## config.mk

```make
export PLATFORM = sky130hd
export DESIGN_NAME = cqs_front_flat
export DESIGN_NICKNAME = d
export VERILOG_FILES = /design/src/rtl/core/cqs_pkg.sv /design/src/rtl/core/cqs_if.sv /design/src/rtl/core/cqs_front.sv /design/src/flat_wrapper.sv
export SDC_FILE = /design/constraint.sdc
export NUM_CORES = 1
export LEC_CHECK = 0
export ABC_CLOCK_PERIOD_IN_PS = 3300
export BUFFER_PORTS_ARGS = -buffer_cell sky130_fd_sc_hd__buf_4
export CAP_MARGIN = 20
export CORE_MARGIN = 4
export CORE_UTILIZATION = 52
export DETAILED_ROUTE_END_ITERATION = 8
export PLACE_DENSITY = 0.75
export SKIP_LAST_GASP = 1
export SLEW_MARGIN = 20
export SYNTH_ARGS = -nofsm -noshare
export SYNTH_HDL_FRONTEND = slang
export SYNTH_SLANG_ARGS = --single-unit
```

## constraint.sdc

```tcl
create_clock -name clk -period 3.3 [get_ports clk]
set_input_delay 0.66 -clock clk [delete_from_list [all_inputs] [get_ports clk]]
set_output_delay 0.66 -clock clk [all_outputs]
set_load 0.05 [all_outputs]
```

## src/rtl/core/cqs_pkg.sv

```systemverilog
// cqs_pkg: shared constants, types and helper functions for the circular queue with search.
// No dependencies. Compile first.
`default_nettype none

package cqs_pkg;

    localparam int DEPTH       = 128;
    localparam int WORD_BITS   = 32;
    localparam int IDX_BITS    = $clog2(DEPTH);
    localparam int CNT_BITS    = $clog2(DEPTH + 1);
    localparam int CFG_BITS    = 8;
    localparam int ACT_BITS    = 2;
    localparam int STAT_BITS   = 2;
    localparam int CAP_DEFAULT = 100;
    localparam int CAP_RESET_INT = (CAP_DEFAULT > DEPTH) ? DEPTH : CAP_DEFAULT;

    typedef logic [WORD_BITS-1:0] word_t;
    typedef logic [IDX_BITS-1:0]  idx_t;
    typedef logic [CNT_BITS-1:0]  cnt_t;

    localparam cnt_t CAP_RESET = cnt_t'(CAP_RESET_INT);

    localparam logic [ACT_BITS-1:0] ACT_ENQ  = 2'd0;
    localparam logic [ACT_BITS-1:0] ACT_DEQ  = 2'd1;
    localparam logic [ACT_BITS-1:0] ACT_SRCH = 2'd2;

    localparam logic [STAT_BITS-1:0] STAT_DONE  = 2'd0;
    localparam logic [STAT_BITS-1:0] STAT_FULL  = 2'd1;
    localparam logic [STAT_BITS-1:0] STAT_EMPTY = 2'd2;

    typedef enum logic [1:0] {
        OP_ENQ,
        OP_DEQ,
        OP_SRCH,
        OP_NOP
    } op_t;

    typedef struct packed {
        op_t   op;
        word_t word;
    } cmd_t;

    typedef enum logic [1:0] {
        ST_IDLE,
        ST_DEQ_WAIT,
        ST_SRCH
    } state_t;

    typedef struct packed {
        logic [STAT_BITS-1:0] status;
        word_t                front;
        word_t                rear;
        cnt_t                 count;
        logic                 is_empty;
        logic                 is_full;
        logic                 found;
        idx_t                 found_slot;
    } result_t;

    // zero selects the default size; anything above DEPTH saturates
    function automatic cnt_t clamp_cap(input logic [CFG_BITS-1:0] v);
        int c;
        c = (v == '0) ? CAP_DEFAULT : int'(v);
        if (c > DEPTH)
        begin
            c = DEPTH;
        end
        return cnt_t'(c);
    endfunction

    function automatic idx_t advance(input idx_t i, input cnt_t cap);
        cnt_t n;
        n = cnt_t'(i) + cnt_t'(1);
        return (n >= cap) ? '0 : n[IDX_BITS-1:0];
    endfunction

endpackage

`default_nettype wire

```

## src/rtl/core/cqs_if.sv

```systemverilog
// cqs_if: valid/ready channel interfaces for request and response words.
// Depends on cqs_pkg.
`default_nettype none

interface cqs_req_if import cqs_pkg::*; ();
    logic                       valid;
    logic                       ready;
    logic [ACT_BITS-1:0]        action;
    logic signed [WORD_BITS-1:0] value;

    modport source (output valid, output action, output value, input ready);
    modport sink   (input valid, input action, input value, output ready);
endinterface


`default_nettype wire

```

## src/rtl/core/cqs_front.sv

```systemverilog
// cqs_front: accepts request words, decodes the action and buffers commands in a
// two-entry queue for the back end. Depends on cqs_pkg, cqs_if.
`default_nettype none

module cqs_front import cqs_pkg::*;
(
    input  logic        clk,
    input  logic        rst_n,
    cqs_req_if.sink     req,
    output logic        cmd_valid,
    output cmd_t        cmd,
    input  logic        cmd_pop
);

    cmd_t       q_reg [2];
    logic       wr_ptr_reg;
    logic       wr_ptr_next;
    logic       rd_ptr_reg;
    logic       rd_ptr_next;
    logic [1:0] fill_reg;
    logic [1:0] fill_next;
    logic       push;
    logic       pop;
    cmd_t       dec;

    assign req.ready = (fill_reg != 2'd2);
    assign push      = req.valid && req.ready;
    assign cmd_valid = (fill_reg != 2'd0);
    assign pop       = cmd_pop && cmd_valid;
    assign cmd       = q_reg[rd_ptr_reg];

    always_comb
    begin
        dec.word = word_t'(req.value);
        case (req.action)
            ACT_ENQ:  dec.op = OP_ENQ;
            ACT_DEQ:  dec.op = OP_DEQ;
            ACT_SRCH: dec.op = OP_SRCH;
            default:  dec.op = OP_NOP;
        endcase
    end

    always_comb
    begin
        wr_ptr_next = push ? ~wr_ptr_reg : wr_ptr_reg;
        rd_ptr_next = pop  ? ~rd_ptr_reg : rd_ptr_reg;
        fill_next   = fill_reg;
        if (push && !pop)
        begin
            fill_next = fill_reg + 2'd1;
        end
        else if (pop && !push)
        begin
            fill_next = fill_reg - 2'd1;
        end
    end

    always_ff @(posedge clk or negedge rst_n)
    begin
        if (!rst_n)
        begin
            wr_ptr_reg <= 1'b0;
            rd_ptr_reg <= 1'b0;
            fill_reg   <= 2'd0;
        end
        else
        begin
            wr_ptr_reg <= wr_ptr_next;
            rd_ptr_reg <= rd_ptr_next;
            fill_reg   <= fill_next;
        end
    end

    always_ff @(posedge clk)
    begin
        if (push)
        begin
            q_reg[wr_ptr_reg] <= dec;
        end
    end

endmodule

`default_nettype wire

```

## src/flat_wrapper.sv

```systemverilog
// flat-port wrapper written by rule: the top's interface ports become plain ports
module cqs_front_flat import cqs_pkg::*;
  (clk, rst_n, cmd_valid, cmd, cmd_pop, req_valid, req_action, req_value, req_ready);
  cqs_req_if req_i ();
  input  logic clk;
  input  logic rst_n;
  output logic cmd_valid;
  output cmd_t cmd;
  input  logic cmd_pop;
  input wire logic [$bits(req_i.valid)-1:0] req_valid;
  input wire logic [$bits(req_i.action)-1:0] req_action;
  input wire logic [$bits(req_i.value)-1:0] req_value;
  output wire logic [$bits(req_i.ready)-1:0] req_ready;
  assign req_i.valid = req_valid;
  assign req_i.action = req_action;
  assign req_i.value = req_value;
  assign req_ready = req_i.ready;
  cqs_front u_core (.clk(clk), .rst_n(rst_n), .req(req_i), .cmd_valid(cmd_valid), .cmd(cmd), .cmd_pop(cmd_pop));
endmodule
```

Word-level counts from Yosys, hierarchy flattened
Memory sizes are Yosys's and may differ from the RTL's.
Cells that the tools add are included.
Widths: inputs -> output; s select.
{ "word_totals": {"ff_bits": 4, "mem_bits_rw": 68, "memories": 1} }
{ "op_classes": {"add_sub_neg": 2, "eq_ne": 3, "n_mux": 5, "bitwise": 2, "n_reduce_logical": 9} }
{ "mem_list": {"columns": ["name", "words", "width", "read_ports", "rd_ports_with_merged_regs", "wr", "line", "rtl"], "rows": [
  ["u_core.q_reg", 2, 34, 1, 0, 1, "cqs_front.sv:15", "cmd_t q_reg [2];"]
]} }
{ "ops": {"columns": ["cell", "n"], "rows": [
  ["$pmux 2 s3", 1],
  ["$logic_and 1x1->1", 4],
  ["$mux 2", 2],
  ["$reduce_bool 2->1", 2],
  ["$add 2x1->2 const B", 1],
  ["$eq 2x1->1 const B", 1],
  ["$eq 2x2->1 const B", 1],
  ["$logic_not 1->1", 2],
  ["$logic_not 2->1", 1],
  ["$mux 1", 2],
  ["$ne 2x2->1 const B", 1],
  ["$not 1->1", 2],
  ["$sub 2x1->2 const B", 1]
]} }

Depth between registers and ports, before layout
{ "depth": {"word_depth": 6, "ltp_mapped": 7, "mapped_depth_nobuf": 7} }

Least setup slack after synthesis
OpenSTA, ideal clock, no wires.
{ "synth_timing": {"path_type": "reg2reg", "from": "reg u_core.fill_reg[0]", "to": "mem u_core.q_reg[0][0] (netlist bit) (enable)", "arrival_time_ns": 2.508, "path_slack_ns": 0.367, "stages_incl_launch_ff": 4, "n_path_buf": 0, "period_less_slack_ns": 2.933, "path_cell_list": "dfrtp_1 -> nand2b_1 -> nand2_1 -> nor2_1"} }
{ "synth_between": {"elab_chain_cells": 4} }
{ "synth_rtl": {"columns": ["item", "line", "rtl"], "rows": [
  ["start, declared", "cqs_front.sv:20", "logic [1:0] fill_reg;"],
  ["start signal, assigned", "cqs_front.sv:70", "fill_reg <= fill_next;"],
  ["$ne 2x2->1", "cqs_front.sv:26", "assign req.ready = (fill_reg != 2'd2);"],
  ["named net req_ready", "flat_wrapper.sv:13", "output wire logic [$bits(req_i.ready)-1:0] req_ready;"],
  ["$logic_and 1x1->1", "cqs_front.sv:27", "assign push = req.valid && req.ready;"],
  ["$mux 1", "cqs_front.sv:76", "if (push)"],
  ["$mux 1 (implied by the code)", "cqs_front.sv:78", "q_reg[wr_ptr_reg] <= dec;"],
  ["end, declared", "cqs_front.sv:15", null]
]} }
The timed path passes the listed nets, and every way through them passes these cells.

==> reports/results.tsv <==
stage	metric	value	unit
worst_setup_path	worst reg2reg startpoint	u_core.fill_reg[0]	
detailed_routing	final wirelength	4.61	mm
timing	Max transition margin	34.4	%
synth	Mapped Cells	126	
clocking	TritonCTS Buffers	9	
detailed_routing	Avg WL per Cell	16.5	µm
clocking	setup bufs post-CTS	0	
timing	setup_tns	0	ns
clocking	Clock Sinks	72	
clocking	clock root cell	clkbuf_8	
synth	cell area after synthesis	0.00281	mm²
detailed_routing	Vias/cell	4.80	
clocking	clk slew on worst S/H paths	0.07	ns
floorplan	die span in x	81.5	µm
synth	Synth Area in Compound Gates	0	%
worst_setup_path	Worst Setup Start Kind	flip-flop	
layout	max reg flops	68	
worst_setup_path	Critical Path AT	1.74	ns
synth	Post-synth EDFFs	68	
timing	Fin. Hold Viols	0	
synth	Seq/Total Area, Yosys	76.3	%
grt	vias in the first global route	1423	
flow_run	max_cap viols	0	
grt	global-route wire length before repair	6.90	mm
timing	worst hold margin	0.112	ns
worst_setup_path	R2R depth	3	
worst_setup_path	CP max FO	22	
synth	Post-Synth XOR/XNOR Area	1.56	%
synth	top cells by area, synth	edfxtp_1 (73%), mux2_4 (16%), dfrtp_1 (3.6%)	
timing	worst slew pin tran	0.982	ns
synth	Yosys top cell area share	72.8	%
power_and_ir_drop	PwrDens	1060	mW/mm²
timing	fin crit share	72.9	%
timing	Final Critical Period	2.40	ns
detailed_routing	Remaining DRCs	0	
floorplan	I/O Pins	74	
synth	Synth Flop Type	edfxtp_1	
grt	largest net degree at the start of global routing	35	
detailed_routing	highest routed layer	met4	
floorplan	FP Rows	26	
timing	Max Fclk	0.416	GHz
floorplan	Starting Density	54.3	%
detailed_routing	routed vias	1344	
layout	area grow syn2layout	28.4	%
layout	design area	0.00360	mm²
worst_setup_path	slack of the worst reg-to-reg path	1.39	ns
timing	final setup violating endpoints	0	
placement	PortBufs	73	
floorplan	Die ar.	0.00664	mm²
detailed_routing	first-pass detailed-route iteration total	4	
placement	GPL Wtd Cong	0.717	
floorplan	die height	81.5	µm
synth	main combinational cell family by area after synthesis	multiplexers	
grt	global route overflow	0	
worst_setup_path	Worst EP required	2.64	ns
layout	fillers	329	
detailed_routing	met2 wire length	2.39	mm
layout	layout cell share with drive strength beyond 1	60.0	%
clocking	clk_lat worst skew	0.33	ns
clocking	clk buf depth	2	
detailed_routing	First DRT Iteration DRCs	89	
power_and_ir_drop	Power, Total	3.82	mW
synth	synth warn	0	
timing	fin worst setup slack	0.895	ns
power_and_ir_drop	Pleak	1.45	nW
timing	max-slew violation total from the final report	0	
synth	fraction of registers with async set/reset	5.56	%
placement	dpl hpwl	3.18	mm
synth	simple-gate share of the synthesized area	1.20	%
synth	syn nets	165	
layout	ANT cells	0	
outcome	status	finished, final reports clean	
power_and_ir_drop	Worst IR Drop VDD	0.000743	V
synth	largest area contributor in the netlist	edfxtp_1	
synth	Avg Cell Area, Syn	22.3	µm²
worst_setup_path	worst flop-to-flop path endpoint	u_core.q_reg[0][22]	
detailed_routing	post-route ant nets	0	
clocking	Post-CTS Hold Buffers	0	
synth	number of synthesized register bits	72	
hold_path	HP Class	in -> async	
clocking	CTS tree	built	
placement	dpl cell area	0.00339	mm²
worst_setup_path	Worst setup EP type	output port	
synth	multiplexer area fraction after synthesis	17.5	%
layout	# nets final	244	
synth	Synth cell types	16	
worst_setup_path	crit path kind	reg -> out	
synth	most instantiated library cell after synthesis	edfxtp_1	
floorplan	placeable core area	0.00517	mm²
timing	Setup Skew	0.0120	ns
clocking	PostCTS Resize Cnt	0	
synth	adder-cell share of the synthesized area	0.446	%
detailed_routing	Metal-1 WL	1.86	mm
placement	Placement Setup Slack	1.20	ns
grt	Total GRT Usage	15.0	%
clocking	H-tree depth	3	
synth	Synth top cells by count	edfxtp_1 (68), mux2_4 (29), mux2_2 (5)	
detailed_routing	routed wire length on met3	316	µm
timing	RSZ-0062 raised after global routing	false	
grt	antenna violations before repair	0	
==> cells by family after synthesis <==
kind of cell             count (synthesis)
AND/OR/NAND/NOR                          7
buffers and inverters                    7
adder cells (fa/ha/maj)                  1
flip-flops                              72
XOR/XNOR                                 5
multiplexers                            34
==> layout by cell type (no fill, tap or decap) <==
| master | instances |
|---|---|
| buf_4 | 73 |
| edfxtp_1 | 68 |
| mux2_4 | 29 |
| clkbuf_8 | 9 |
| mux2_2 | 5 |
| xnor2_1 | 3 |
| clkinv_2 | 3 |
| dfrtp_1 | 3 |
| nand2_1 | 2 |
| xor2_1 | 2 |
| bufinv_16 | 2 |
| nand2b_1 | 1 |
| inv_1 | 1 |
| or2_1 | 1 |
| and3_2 | 1 |
| nor2_4 | 1 |
| nor2_1 | 1 |
| ha_1 | 1 |
| clkinv_4 | 1 |
| clkbuf_1 | 1 |
| buf_12 | 1 |
| dfrtp_2 | 1 |
==> where the power goes <==
part / leakage [nW] / total [mW] / internal (mW) / switching [mW]
Combinational: 0.667 / 1.72 / 0.640 / 1.08
Sequential: 0.677 / 1.37 / 1.26 / 0.110
Clock: 0.110 / 0.730 / 0.423 / 0.307
==> worst max path at each step <==
stage               slack [ns]          startpoint             endpoint
floorplan                 0.37  u_core.fill_reg[0]   u_core.q_reg[0][0]
global placement          1.26   u_core.rd_ptr_reg              cmd[17]
detailed placement        1.20           req_valid  u_core.q_reg[0][30]
CTS                       0.87   u_core.rd_ptr_reg              cmd[17]
global route              0.82   u_core.rd_ptr_reg              cmd[17]
finish                    0.90   u_core.rd_ptr_reg              cmd[17]
==> worst max-delay path, stage by stage (launching register included) <==
cell     delay (ns)
dfrtp_2        0.62
buf_12         0.27
mux2_4         0.33
buf_4          0.19
==> through the flow <==
stage | cells | util, %
2_1_floorplan | 126 | -
3_3_place_gp | 264 | 65.6
3_5_place_dp | 264 | 65.6
4_1_cts | 280 | 69.7
5_1_grt | 280 | 69.7
6_report | 280 | 69.7
==> layout make-up <==
type / count / area, µm² / share of cell area (%)
Timing Repair Buffer: 74 / 568 / 15.8
Multi-Input combinational cell: 47 / 591 / 16.4
Sequential cell: 72 / 2140 / 59.5
Tap cell: 70 / 87.6 / 2.43
Inverter: 1 / 3.75 / 0.104
Clock buffer: 10 / 128 / 3.54
Clock inverter: 6 / 83.8 / 2.33
==> per-layer routing <==
layer	vias to the layer above	track usage, %
met2	43	24.8
met3	6	6.36
met1	654	17.6
met5	-	0
met4	0	5.57
li1	641	-
Note: power is estimated with default switching activity, not from simulation.
