File: config.mk
export PLATFORM = sky130hd
export DESIGN_NAME = cqs_back_flat
export DESIGN_NICKNAME = d
export VERILOG_FILES = /design/src/rtl/core/cqs_pkg.sv /design/src/rtl/core/cqs_if.sv /design/src/rtl/core/cqs_back.sv /design/src/flat_wrapper.sv
export SDC_FILE = /design/constraint.sdc
export NUM_CORES = 2
export LEC_CHECK = 0
export BUFFER_PORTS_ARGS = -buffer_cell sky130_fd_sc_hd__buf_2
export CORE_MARGIN = 2
export CORE_UTILIZATION = 30
export DETAILED_ROUTE_END_ITERATION = 12
export PLACE_DENSITY = 0.4
export SLEW_MARGIN = 40
export SYNTH_ARGS = -nofsm -noshare
export SYNTH_HDL_FRONTEND = slang
export SYNTH_SLANG_ARGS = --single-unit
File: constraint.sdc
create_clock -name clk -period 6.1 [get_ports clk]
set_input_delay 1.22 -clock clk [delete_from_list [all_inputs] [get_ports clk]]
set_output_delay 1.22 -clock clk [all_outputs]
set_load 0.02 [all_outputs]
File: src/rtl/core/cqs_pkg.sv
// cqs_pkg: shared constants, types and helper functions for the circular queue with search.
// No dependencies. Compile first.
`default_nettype none

package cqs_pkg;

    localparam int DEPTH       = 128;
    localparam int WORD_BITS   = 32;
    localparam int IDX_BITS    = $clog2(DEPTH);
    localparam int CNT_BITS    = $clog2(DEPTH + 1);
    localparam int CFG_BITS    = 8;
    localparam int ACT_BITS    = 2;
    localparam int STAT_BITS   = 2;
    localparam int CAP_DEFAULT = 100;
    localparam int CAP_RESET_INT = (CAP_DEFAULT > DEPTH) ? DEPTH : CAP_DEFAULT;

    typedef logic [WORD_BITS-1:0] word_t;
    typedef logic [IDX_BITS-1:0]  idx_t;
    typedef logic [CNT_BITS-1:0]  cnt_t;

    localparam cnt_t CAP_RESET = cnt_t'(CAP_RESET_INT);

    localparam logic [ACT_BITS-1:0] ACT_ENQ  = 2'd0;
    localparam logic [ACT_BITS-1:0] ACT_DEQ  = 2'd1;
    localparam logic [ACT_BITS-1:0] ACT_SRCH = 2'd2;

    localparam logic [STAT_BITS-1:0] STAT_DONE  = 2'd0;
    localparam logic [STAT_BITS-1:0] STAT_FULL  = 2'd1;
    localparam logic [STAT_BITS-1:0] STAT_EMPTY = 2'd2;

    typedef enum logic [1:0] {
        OP_ENQ,
        OP_DEQ,
        OP_SRCH,
        OP_NOP
    } op_t;

    typedef struct packed {
        op_t   op;
        word_t word;
    } cmd_t;

    typedef enum logic [1:0] {
        ST_IDLE,
        ST_DEQ_WAIT,
        ST_SRCH
    } state_t;

    typedef struct packed {
        logic [STAT_BITS-1:0] status;
        word_t                front;
        word_t                rear;
        cnt_t                 count;
        logic                 is_empty;
        logic                 is_full;
        logic                 found;
        idx_t                 found_slot;
    } result_t;

    // zero selects the default size; anything above DEPTH saturates
    function automatic cnt_t clamp_cap(input logic [CFG_BITS-1:0] v);
        int c;
        c = (v == '0) ? CAP_DEFAULT : int'(v);
        if (c > DEPTH)
        begin
            c = DEPTH;
        end
        return cnt_t'(c);
    endfunction

    function automatic idx_t advance(input idx_t i, input cnt_t cap);
        cnt_t n;
        n = cnt_t'(i) + cnt_t'(1);
        return (n >= cap) ? '0 : n[IDX_BITS-1:0];
    endfunction

endpackage

`default_nettype wire

File: src/rtl/core/cqs_if.sv
// cqs_if: valid/ready channel interfaces for request and response words.
// Depends on cqs_pkg.
`default_nettype none


interface cqs_rsp_if import cqs_pkg::*; ();
    logic                        valid;
    logic                        ready;
    logic [STAT_BITS-1:0]        status;
    logic signed [WORD_BITS-1:0] front_value;
    logic signed [WORD_BITS-1:0] rear_value;
    logic [CNT_BITS-1:0]         count;
    logic                        is_empty;
    logic                        is_full;
    logic                        found;
    logic [IDX_BITS-1:0]         found_slot;

    modport source (output valid, output status, output front_value, output rear_value,
                    output count, output is_empty, output is_full, output found,
                    output found_slot, input ready);
    modport sink   (input valid, input status, input front_value, input rear_value,
                    input count, input is_empty, input is_full, input found,
                    input found_slot, output ready);
endinterface

`default_nettype wire

File: src/rtl/core/cqs_back.sv
// cqs_back: executes queue commands against the slot memory and registers the response.
// Depends on cqs_pkg, cqs_if.
`default_nettype none

module cqs_back import cqs_pkg::*;
(
    input  logic                clk,
    input  logic                rst_n,
    input  logic                cfg_we,
    input  logic [CFG_BITS-1:0] cfg_data,
    input  logic                cmd_valid,
    input  cmd_t                cmd,
    output logic                cmd_pop,
    cqs_rsp_if.source           rsp
);

    word_t   mem [DEPTH];
    word_t   rd_data_reg;
    idx_t    rd_addr;
    idx_t    wr_addr;
    logic    mem_we;

    state_t  state_reg, state_next;
    cnt_t    cap_reg, cap_next;
    cnt_t    cap_m1;
    idx_t    head_reg, head_next;
    idx_t    tail_reg, tail_next;
    cnt_t    count_reg, count_next;
    word_t   front_reg, front_next;
    word_t   rear_reg, rear_next;
    word_t   key_reg, key_next;
    idx_t    cmp_idx_reg, cmp_idx_next;
    cnt_t    remain_reg, remain_next;
    result_t res_reg, res_next;
    logic    rsp_valid_reg, rsp_valid_next;

    logic                 slot_free;
    logic                 take;
    logic                 hit;
    logic                 emit;
    logic [STAT_BITS-1:0] stat;
    logic                 found;
    idx_t                 fslot;

    assign slot_free = !rsp_valid_reg || rsp.ready;
    assign take      = cmd_valid && slot_free;
    assign hit       = (rd_data_reg == key_reg);

    always_comb
    begin
        state_next = state_reg;
        case (state_reg)
            ST_IDLE:
            begin
                if (take)
                begin
                    if (cmd.op == OP_DEQ && count_reg > cnt_t'(1))
                    begin
                        state_next = ST_DEQ_WAIT;
                    end
                    else if (cmd.op == OP_SRCH && count_reg != '0)
                    begin
                        state_next = ST_SRCH;
                    end
                end
            end
            ST_DEQ_WAIT:
            begin
                state_next = ST_IDLE;
            end
            ST_SRCH:
            begin
                if (hit || remain_reg == cnt_t'(1))
                begin
                    state_next = ST_IDLE;
                end
            end
            default:
            begin
                state_next = ST_IDLE;
            end
        endcase
    end

    always_comb
    begin
        cap_next     = cap_reg;
        head_next    = head_reg;
        tail_next    = tail_reg;
        count_next   = count_reg;
        front_next   = front_reg;
        rear_next    = rear_reg;
        key_next     = key_reg;
        cmp_idx_next = cmp_idx_reg;
        remain_next  = remain_reg;
        cmd_pop      = 1'b0;
        emit         = 1'b0;
        mem_we       = 1'b0;
        wr_addr      = tail_reg;
        rd_addr      = cmp_idx_reg;
        stat         = STAT_DONE;
        found        = 1'b0;
        fslot        = '0;

        case (state_reg)
            ST_IDLE:
            begin
                if (take)
                begin
                    cmd_pop = 1'b1;
                    case (cmd.op)
                        OP_ENQ:
                        begin
                            emit = 1'b1;
                            if (count_reg >= cap_reg)
                            begin
                                stat = STAT_FULL;
                            end
                            else
                            begin
                                tail_next  = advance(tail_reg, cap_reg);
                                mem_we     = 1'b1;
                                wr_addr    = tail_next;
                                count_next = count_reg + cnt_t'(1);
                                rear_next  = cmd.word;
                                if (count_reg == '0)
                                begin
                                    front_next = cmd.word;
                                end
                            end
                        end
                        OP_DEQ:
                        begin
                            if (count_reg == '0)
                            begin
                                stat = STAT_EMPTY;
                                emit = 1'b1;
                            end
                            else
                            begin
                                head_next  = advance(head_reg, cap_reg);
                                count_next = count_reg - cnt_t'(1);
                                rd_addr    = head_next;
                                emit       = (count_reg == cnt_t'(1));
                            end
                        end
                        OP_SRCH:
                        begin
                            if (count_reg == '0)
                            begin
                                stat = STAT_EMPTY;
                                emit = 1'b1;
                            end
                            else
                            begin
                                key_next     = cmd.word;
                                cmp_idx_next = head_reg;
                                remain_next  = count_reg;
                                rd_addr      = head_reg;
                            end
                        end
                        default:
                        begin
                            emit = 1'b1;
                        end
                    endcase
                end
            end
            ST_DEQ_WAIT:
            begin
                front_next = rd_data_reg;
                emit       = 1'b1;
            end
            ST_SRCH:
            begin
                if (hit)
                begin
                    found = 1'b1;
                    fslot = cmp_idx_reg;
                    emit  = 1'b1;
                end
                else if (remain_reg == cnt_t'(1))
                begin
                    emit = 1'b1;
                end
                else
                begin
                    cmp_idx_next = advance(cmp_idx_reg, cap_reg);
                    remain_next  = remain_reg - cnt_t'(1);
                    rd_addr      = cmp_idx_next;
                end
            end
            default:
            begin
                emit = 1'b0;
            end
        endcase

        // new capacity empties the queue
        cap_m1 = '0;
        if (cfg_we)
        begin
            cap_next   = clamp_cap(cfg_data);
            cap_m1     = cap_next - cnt_t'(1);
            head_next  = '0;
            tail_next  = cap_m1[IDX_BITS-1:0];
            count_next = '0;
        end

        res_next.status     = stat;
        res_next.front      = (count_next == '0) ? '0 : front_next;
        res_next.rear       = (count_next == '0) ? '0 : rear_next;
        res_next.count      = count_next;
        res_next.is_empty   = (count_next == '0);
        res_next.is_full    = (count_next == cap_next);
        res_next.found      = found;
        res_next.found_slot = fslot;

        rsp_valid_next = emit ? 1'b1 : (rsp.ready ? 1'b0 : rsp_valid_reg);
    end

    always_ff @(posedge clk or negedge rst_n)
    begin
        if (!rst_n)
        begin
            state_reg     <= ST_IDLE;
            cap_reg       <= CAP_RESET;
            head_reg      <= '0;
            tail_reg      <= idx_t'(CAP_RESET_INT - 1);
            count_reg     <= '0;
            rsp_valid_reg <= 1'b0;
        end
        else
        begin
            state_reg     <= state_next;
            cap_reg       <= cap_next;
            head_reg      <= head_next;
            tail_reg      <= tail_next;
            count_reg     <= count_next;
            rsp_valid_reg <= rsp_valid_next;
        end
    end

    always_ff @(posedge clk)
    begin
        front_reg   <= front_next;
        rear_reg    <= rear_next;
        key_reg     <= key_next;
        cmp_idx_reg <= cmp_idx_next;
        remain_reg  <= remain_next;
        if (emit)
        begin
            res_reg <= res_next;
        end
    end

    always_ff @(posedge clk)
    begin
        if (mem_we)
        begin
            mem[wr_addr] <= cmd.word;
        end
        rd_data_reg <= mem[rd_addr];
    end

    assign rsp.valid       = rsp_valid_reg;
    assign rsp.status      = res_reg.status;
    assign rsp.front_value = res_reg.front;
    assign rsp.rear_value  = res_reg.rear;
    assign rsp.count       = res_reg.count;
    assign rsp.is_empty    = res_reg.is_empty;
    assign rsp.is_full     = res_reg.is_full;
    assign rsp.found       = res_reg.found;
    assign rsp.found_slot  = res_reg.found_slot;

endmodule

`default_nettype wire

File: src/flat_wrapper.sv
// flat-port wrapper written by rule: the top's interface ports become plain ports
module cqs_back_flat import cqs_pkg::*;
  (clk, rst_n, cfg_we, cfg_data, cmd_valid, cmd, cmd_pop, rsp_valid, rsp_status, rsp_front_value, rsp_rear_value, rsp_count, rsp_is_empty, rsp_is_full, rsp_found, rsp_found_slot, rsp_ready);
  cqs_rsp_if rsp_i ();
  input  logic clk;
  input  logic rst_n;
  input  logic cfg_we;
  input  logic [CFG_BITS-1:0] cfg_data;
  input  logic cmd_valid;
  input  cmd_t cmd;
  output logic cmd_pop;
  output wire logic [$bits(rsp_i.valid)-1:0] rsp_valid;
  output wire logic [$bits(rsp_i.status)-1:0] rsp_status;
  output wire logic [$bits(rsp_i.front_value)-1:0] rsp_front_value;
  output wire logic [$bits(rsp_i.rear_value)-1:0] rsp_rear_value;
  output wire logic [$bits(rsp_i.count)-1:0] rsp_count;
  output wire logic [$bits(rsp_i.is_empty)-1:0] rsp_is_empty;
  output wire logic [$bits(rsp_i.is_full)-1:0] rsp_is_full;
  output wire logic [$bits(rsp_i.found)-1:0] rsp_found;
  output wire logic [$bits(rsp_i.found_slot)-1:0] rsp_found_slot;
  input wire logic [$bits(rsp_i.ready)-1:0] rsp_ready;
  assign rsp_valid = rsp_i.valid;
  assign rsp_status = rsp_i.status;
  assign rsp_front_value = rsp_i.front_value;
  assign rsp_rear_value = rsp_i.rear_value;
  assign rsp_count = rsp_i.count;
  assign rsp_is_empty = rsp_i.is_empty;
  assign rsp_is_full = rsp_i.is_full;
  assign rsp_found = rsp_i.found;
  assign rsp_found_slot = rsp_i.found_slot;
  assign rsp_i.ready = rsp_ready;
  cqs_back u_core (.clk(clk), .rst_n(rst_n), .cfg_we(cfg_we), .cfg_data(cfg_data), .cmd_valid(cmd_valid), .cmd(cmd), .cmd_pop(cmd_pop), .rsp(rsp_i));
endmodule
# --- Yosys cells after proc, flatten, opt, wreduce, memory -nomap -nowiden ---
# Memories as Yosys holds them, arrays and structs flattened. A register that Yosys moved wholly into a read port is not among the register bits.
# Cells that the tools add are included.
word_totals:
  regBits: 228
  ram_bits: 4096
  mem_count: 1
op_classes:
  add_sub_neg: 7
  n_lt_le_gt_ge: 6
  n_eq_ne: 16
  mux: 74
  n_bitwise: 1
  n_reduce_logical: 25
mem_list:
  columns: ["memory", "words", "width", "rd", "rd_clocked_by_memory_dff", "wr", "line", "source"]
  rows:
  - ["u_core.mem", 128, 32, 1, 1, 1, "cqs_back.sv:17", "word_t mem [DEPTH];"]
ops:
  columns: ["op", "count"]
  rows:
  - ["two-way mux 32 bit", 8]
  - ["two-way mux 7 bit", 20]
  - ["two-way mux 8 bit", 14]
  - ["case mux 32 bit (2 select lines)", 1]
  - ["case mux 7 bit (2 select lines)", 3]
  - ["== test 32 bit", 1]
  - [">= comparator 8 bit", 4]
  - ["greater-than comparator 32 x 9 -> 1 bit, second input constant", 1]
  - ["case mux 8 bit (2 select lines)", 2]
  - ["adder 7 x 1 -> 8 bit, second input constant", 3]
  - ["zero test 8 bit", 3]
  - ["two-way mux 1 bit", 17]
  - ["== test 8 x 1 -> 1 bit, second input constant", 2]
  - ["subtractor 8 x 1 -> 8 bit, second input constant", 2]
  - ["two-way mux 2 bit", 5]
  - ["nonzero test 2 bit", 5]
  - ["adder 8 x 1 -> 8 bit, second input constant", 1]
  - ["== test 8 bit", 1]
  - ["greater-than comparator 8 x 1 -> 1 bit, second input constant", 1]
  - ["!= test 2 bit, second input constant", 4]
  - ["case mux 2 bit (2 select lines)", 2]
  - ["AND reduction 4 bit", 2]
  - ["nonzero test 8 bit", 1]
  - ["subtractor 7 x 1 -> 7 bit, second input constant", 1]
  - ["15 further kinds", 25]

# --- Logic depth before layout (Yosys ltp) ---
depth:
  ltp_word: 8
  depth_mapped: 24
  depth_no_buf: 18

# --- Worst setup path before layout ---
# No wires, ideal clock.
synth_timing:
  path_kind: "register -> register"
  from: "reg u_core.count_reg[0]"
  to: "mem u_core.mem[47][0] (netlist name), enable pin"
  setup_ps: 421
  t_arrival_ps: 5035
  required_time_ps: 5679
  path_slack_ps: 644
  path_stages_with_launch: 17
  synth_period_minus_slack_ps: 5456
  cell_sequence: "dfrtp_1 -> clkbuf_1 -> inv_1 -> ha_1 -> nand2b_1 -> a21o_1 -> a21o_1 -> a21o_1 -> a211o_1 -> a21o_1 -> a211oi_1 -> clkbuf_1 -> nand2_1 -> o21ai_0 -> nand2_1 -> clkbuf_1 -> nor2_1"
synth_via:
  elab_chain_len: 7
  elab_cells_between_ends: 11
  classes_between: "order compare: 1; mux: 10"
synth_rtl:
  columns: ["item", "line", "source"]
  rows:
  - ["from (decl)", "cqs_back.sv:28", "cnt_t count_reg, count_next;"]
  - ["from (signal assigned)", "cqs_back.sv:239", "count_reg <= count_next;"]
  - [">= comparator 8 bit *", "cqs_back.sv:115", "if (count_reg >= cap_reg)"]
  - ["two-way mux 1 bit", "cqs_back.sv:115", null]
  - ["two-way mux 1 bit", "cqs_back.sv:111", "case (cmd.op)"]
  - ["two-way mux 1 bit", "cqs_back.sv:108", "if (take)"]
  - ["two-way mux 1 bit", "cqs_back.sv:105", "case (state_reg)"]
  - ["two-way mux 1 bit", "cqs_back.sv:259", "if (mem_we)"]
  - ["two-way mux 1 bit (implied by the code)", "cqs_back.sv:261", "mem[wr_addr] <= cmd.word;"]
  - ["to (decl)", "cqs_back.sv:17", null]
# Every way passes the cells marked *; elsewhere a longest branch is shown, timed or not.

# --- Worst setup path in the final report ---
layout_timing:
  from: "reg u_core.head_reg[1]"
  to: "reg u_core.rd_data_reg[14], read port of u_core.mem"
layout_via:
  elab_chain_len: 7
  elab_cells_between_ends: 8
  classes_between: "add/sub: 1; order compare: 1; mux: 6"
layout_rtl:
  columns: ["item", "line", "source"]
  rows:
  - ["from (decl)", "cqs_back.sv:26", "idx_t head_reg, head_next;"]
  - ["from (signal assigned)", "cqs_back.sv:237", "head_reg <= head_next;"]
  - ["adder 7 x 1 -> 8 bit", "cqs_pkg.sv:73", "n = cnt_t'(i) + cnt_t'(1);"]
  - [">= comparator 8 bit", "cqs_pkg.sv:74", "return (n >= cap) ? '0 : n[IDX_BITS-1:0];"]
  - ["two-way mux 7 bit", "cqs_pkg.sv:74", null]
  - ["two-way mux 7 bit", "cqs_back.sv:134", "if (count_reg == '0)"]
  - ["case mux 7 bit (2 select lines) *", "cqs_back.sv:111", null]
  - ["two-way mux 7 bit *", "cqs_back.sv:108", null]
  - ["case mux 7 bit (2 select lines) *", "cqs_back.sv:105", null]
  - ["to (decl)", "cqs_back.sv:18", "word_t rd_data_reg;"]
# Marked as above.
# A chain may end at the register's enable or synchronous reset.

==> impl_metrics.json <==
{
  "gp_congestion": 0.852,
  "static-leakage-power_nw": 70.3,
  "pin_count_of_the_biggest_net_entering_global_routing": 130,
  "route.detailed.vias_per_inst": 5.17,
  "number_of_warning_messages_in_the_yosys_log": 0,
  "dr_wl_met2_mm": 297,
  "global_routing_usage_summed_across_all_routing_layers_pct": 21.1,
  "seq_area_sq_mm": 0.130,
  "critical_path.reg2reg.endpoint": "u_core.rd_data_reg[14]",
  "rr_worst_depth": 20,
  "postSynthRegisterBits": 4356,
  "final-max-slew-violation-count": 0,
  "floorplan_die_area_sq_mm": 0.580,
  "drt_pre_antenna_iters": 6,
  "fin_crit_sh_pct": 97.0,
  "setup.worst_path.start_class": "flip-flop",
  "edff_count_synth": 4227,
  "setup_repair_after_global_routing_missed_its_margin": "false",
  "num-nets-final": 12800,
  "rows": 278,
  "fin_util_pct": 35.9,
  "port_buffers": 132,
  "initial_utilization_pct": 30.1,
  "synth.yosys.seq_area_share_pct": 75.3,
  "max_clock_freq_mhz": 169,
  "pwr_density_cell_mw_per_mm2": 516,
  "vdd_ir_drop_max_mv": 0.469,
  "tritoncts_clock_tree": "yes",
  "grt_overflow_total": 0,
  "run_status": "finished clean",
  "register_to_register_setup_slack_ns": 0.19,
  "final_cell_count_no_fill": 20700,
  "first_global_vias": 106000,
  "antenna_found_initial": 59,
  "drtAntennaViolNets": 0,
  "synth_cell_type_count": 85,
  "period_needed_ns": 5.91,
  "wl_per_cell_um": 30.4,
  "ys.flop_type": "sky130_fd_sc_hd__edfxtp_1",
  "multi_input_area_sq_mm": 0.0406,
  "cts_hold_buffers": 0,
  "route.detailed.drc": 0,
  "detailedRoute.firstIterationViolations": 11800,
  "postSynthNetCount": 12100,
  "chipHeight_um": 762,
  "slew-limit-headroom_pct": 39.3,
  "placeableCoreArea_sq_mm": 0.573,
  "fill_cells": 54400,
  "die_width_um": 762,
  "worstHoldPathType": "input port to async pin",
  "worst_hold_slack_ns": 0.170,
  "crit_arrival_ns": 6.85,
  "clock_slew_at_reported_path_ffs_ns": 0.06,
  "met3WireLength_mm": 39.0,
  "dp_hpwl_mm": 383,
  "drt-met1-wl_mm": 278,
  "worstReg2RegStart": "u_core.head_reg[1]",
  "place_inst": 19800,
  "cts-root-buf": "sky130_fd_sc_hd__clkbuf_16",
  "num_io_pins": 133,
  "syn_inst": 12000,
  "top_layer_used": "met4",
  "cts.sinks": 4356,
  "area.growth.synth_to_final_pct": 19.4,
  "timing.clock.skew_ns": 0.0744,
  "first_pass_grt_wire_length_mm": 868,
  "setup_viol_count_final": 0,
  "detail_route.wirelength_mm": 631,
  "total_power_mw": 106,
  "cts_buffers": 478,
  "finalHoldViolCount": 0,
  "via_total_after_detailed_routing": 107000,
  "cap_viol_max_count": 0,
  "endpoint_kind": "flip-flop",
  "number_of_flip_flops_under_the_largest_register_name": 4096,
  "cts-htree-levels": 5,
  "asyncSetResetFlopFracSynth_pct": 0.758,
  "synthesis.area_sq_mm": 0.172,
  "largest_register": "u_core.mem",
  "worstMarginPinSlew_ns": 0.908,
  "post_route_cells_drive_above_1_share_pct": 15.7,
  "insertion_delay_ns": 1.07,
  "crit_type": "flip-flop to flip-flop",
  "worst-path-max-fanout": 11,
  "synth.avg_cell_area_sq_um": 14.3,
  "crit_required_ns": 7.04,
  "cts_buffer_depth": 4,
  "totalNegativeSetupSlack_ns": 0
}
## metal layers
layer	track usage (%)	up-vias
met1	29.5	56200
met5	0	-
li1	-	46600
met3	3.13	708
met2	34.6	3651
met4	5.30	0
## cell usage in the layout, fill, tap and decap left out, types with 131 or more instances in the layout
master and n:
sky130_fd_sc_hd__edfxtp_1 4227, sky130_fd_sc_hd__nand2_1 2958, sky130_fd_sc_hd__nand3_1 1365, sky130_fd_sc_hd__buf_4 582, sky130_fd_sc_hd__mux2i_1 490, sky130_fd_sc_hd__clkbuf_16 484
sky130_fd_sc_hd__buf_12 266, sky130_fd_sc_hd__a32oi_1 223, sky130_fd_sc_hd__and3_1 189, sky130_fd_sc_hd__mux4_2 165, sky130_fd_sc_hd__a21oi_1 157, sky130_fd_sc_hd__nor2_1 148
sky130_fd_sc_hd__nor2_4 138, sky130_fd_sc_hd__clkinv_1 131
## worst max-delay path: stages (launching register included)
cell,delay (ns)
sky130_fd_sc_hd__dfrtp_1,0.37
sky130_fd_sc_hd__ha_2,0.24
sky130_fd_sc_hd__nand3_2,0.12
sky130_fd_sc_hd__xor2_2,0.20
sky130_fd_sc_hd__inv_1,0.10
sky130_fd_sc_hd__ha_1,0.20
sky130_fd_sc_hd__or4_1,0.58
sky130_fd_sc_hd__a21oi_4,0.19
sky130_fd_sc_hd__o311ai_1,0.13
sky130_fd_sc_hd__a311o_1,0.46
sky130_fd_sc_hd__o211a_1,0.19
sky130_fd_sc_hd__or3_4,0.42
sky130_fd_sc_hd__buf_4,0.22
sky130_fd_sc_hd__buf_12,0.19
sky130_fd_sc_hd__buf_4,0.19
sky130_fd_sc_hd__mux4_2,0.35
sky130_fd_sc_hd__nor2_1,0.06
sky130_fd_sc_hd__o311ai_2,0.69
sky130_fd_sc_hd__o2111ai_1,0.46
sky130_fd_sc_hd__buf_4,0.29
sky130_fd_sc_hd__nor4_2,0.12
## final cells by class
| type | count | share of cell area, % |
|---|---|---|
| well taps | 7560 | 4.60 |
| clock inverters | 276 | 1.07 |
| inverters | 60 | 0.110 |
| multi-input cells | 6833 | 19.7 |
| flip-flops and latches | 4356 | 63.1 |
| diodes | 20 | 0.0243 |
| clock buffers | 608 | 6.14 |
| repair buffers | 999 | 5.25 |
## Yosys cell counts (31+ instances only)
master                         n  area, sq um
sky130_fd_sc_hd__a211o_1      33          289
sky130_fd_sc_hd__o311ai_0     39          342
sky130_fd_sc_hd__mux4_2      165         3720
sky130_fd_sc_hd__a221oi_1     31          272
sky130_fd_sc_hd__a21oi_1     158          791
sky130_fd_sc_hd__o2111ai_1    31          272
sky130_fd_sc_hd__o22ai_1      69          432
sky130_fd_sc_hd__dfxtp_1      96         1920
sky130_fd_sc_hd__nand3_1    1369         6850
sky130_fd_sc_hd__o21ai_0      88          440
sky130_fd_sc_hd__mux2i_1     490         4900
sky130_fd_sc_hd__buf_2       182          911
sky130_fd_sc_hd__edfxtp_1   4227       127000
sky130_fd_sc_hd__ha_1         45          563
sky130_fd_sc_hd__nand2_1    2968        11100
sky130_fd_sc_hd__inv_1        60          225
sky130_fd_sc_hd__a31oi_1     131          820
sky130_fd_sc_hd__or4_1        32          240
sky130_fd_sc_hd__nor2b_1      52          325
sky130_fd_sc_hd__buf_1        96          360
sky130_fd_sc_hd__clkbuf_1    452         1700
sky130_fd_sc_hd__nor2_1      286         1070
sky130_fd_sc_hd__and3_1      190         1190
sky130_fd_sc_hd__nand4_1      84          526
sky130_fd_sc_hd__xnor2_1      48          420
sky130_fd_sc_hd__a32oi_1     223         1950
## kinds of logic after synthesis
logic type	after synthesis	synth area share (%)
AND/OR/NAND/NOR	5113	13.0
flip-flops	4356	75.3
AO/OA/AOI/OAI	961	4.02
buffers and inverters	826	2.05
multiplexers	657	5.02
XOR/XNOR	57	0.290
adder cells (fa/ha/maj)	45	0.327
## power by group
| group | internal [mW] | total (mW) | switching [mW] |
|---|---|---|---|
| Sequential | 33.1 | 33.5 | 0.382 |
| Combinational | 15.5 | 44.9 | 29.4 |
| Clock | 15.5 | 27.7 | 12.2 |
| Total | 64.1 | 106 | 42.0 |
## stage by stage
step	area [sq um]	setup WS, ns
global route	206000	0.00590
detailed placement	190000	-0.503
finish	206000	0.185
global placement	190000	-1.62
floorplan	172000	0.644
CTS	205000	0.0824
## worst max path at each step
stage / from / to / slack, ns / depth (start not counted)
5_1_grt: u_core.head_reg[0] / u_core.rd_data_reg[24] / 0.006 / 21
2_1_floorplan: u_core.count_reg[0] / u_core.mem[47][0] / 0.64 / 16
6_report: u_core.head_reg[1] / u_core.rd_data_reg[14] / 0.19 / 20
3_5_place_dp: u_core.head_reg[0] / u_core.rd_data_reg[17] / -0.50 / 21
3_3_place_gp: u_core.head_reg[0] / u_core.rd_data_reg[17] / -1.62 / 20
4_1_cts: u_core.head_reg[0] / u_core.rd_data_reg[25] / 0.08 / 22
## what timing repair did
| item | CTS | global route |
|---|---|---|
| endpoints found under the setup margin | 28 | 16 |
| setup buffers | 2 | 0 |
| gates cloned | 0 | 0 |
| resized for setup | 22 | 24 |
| hold endpoints to repair | 0 | 0 |
| pin swaps | 4 | 6 |
No activity file was read; power rests on OpenSTA's default activity.
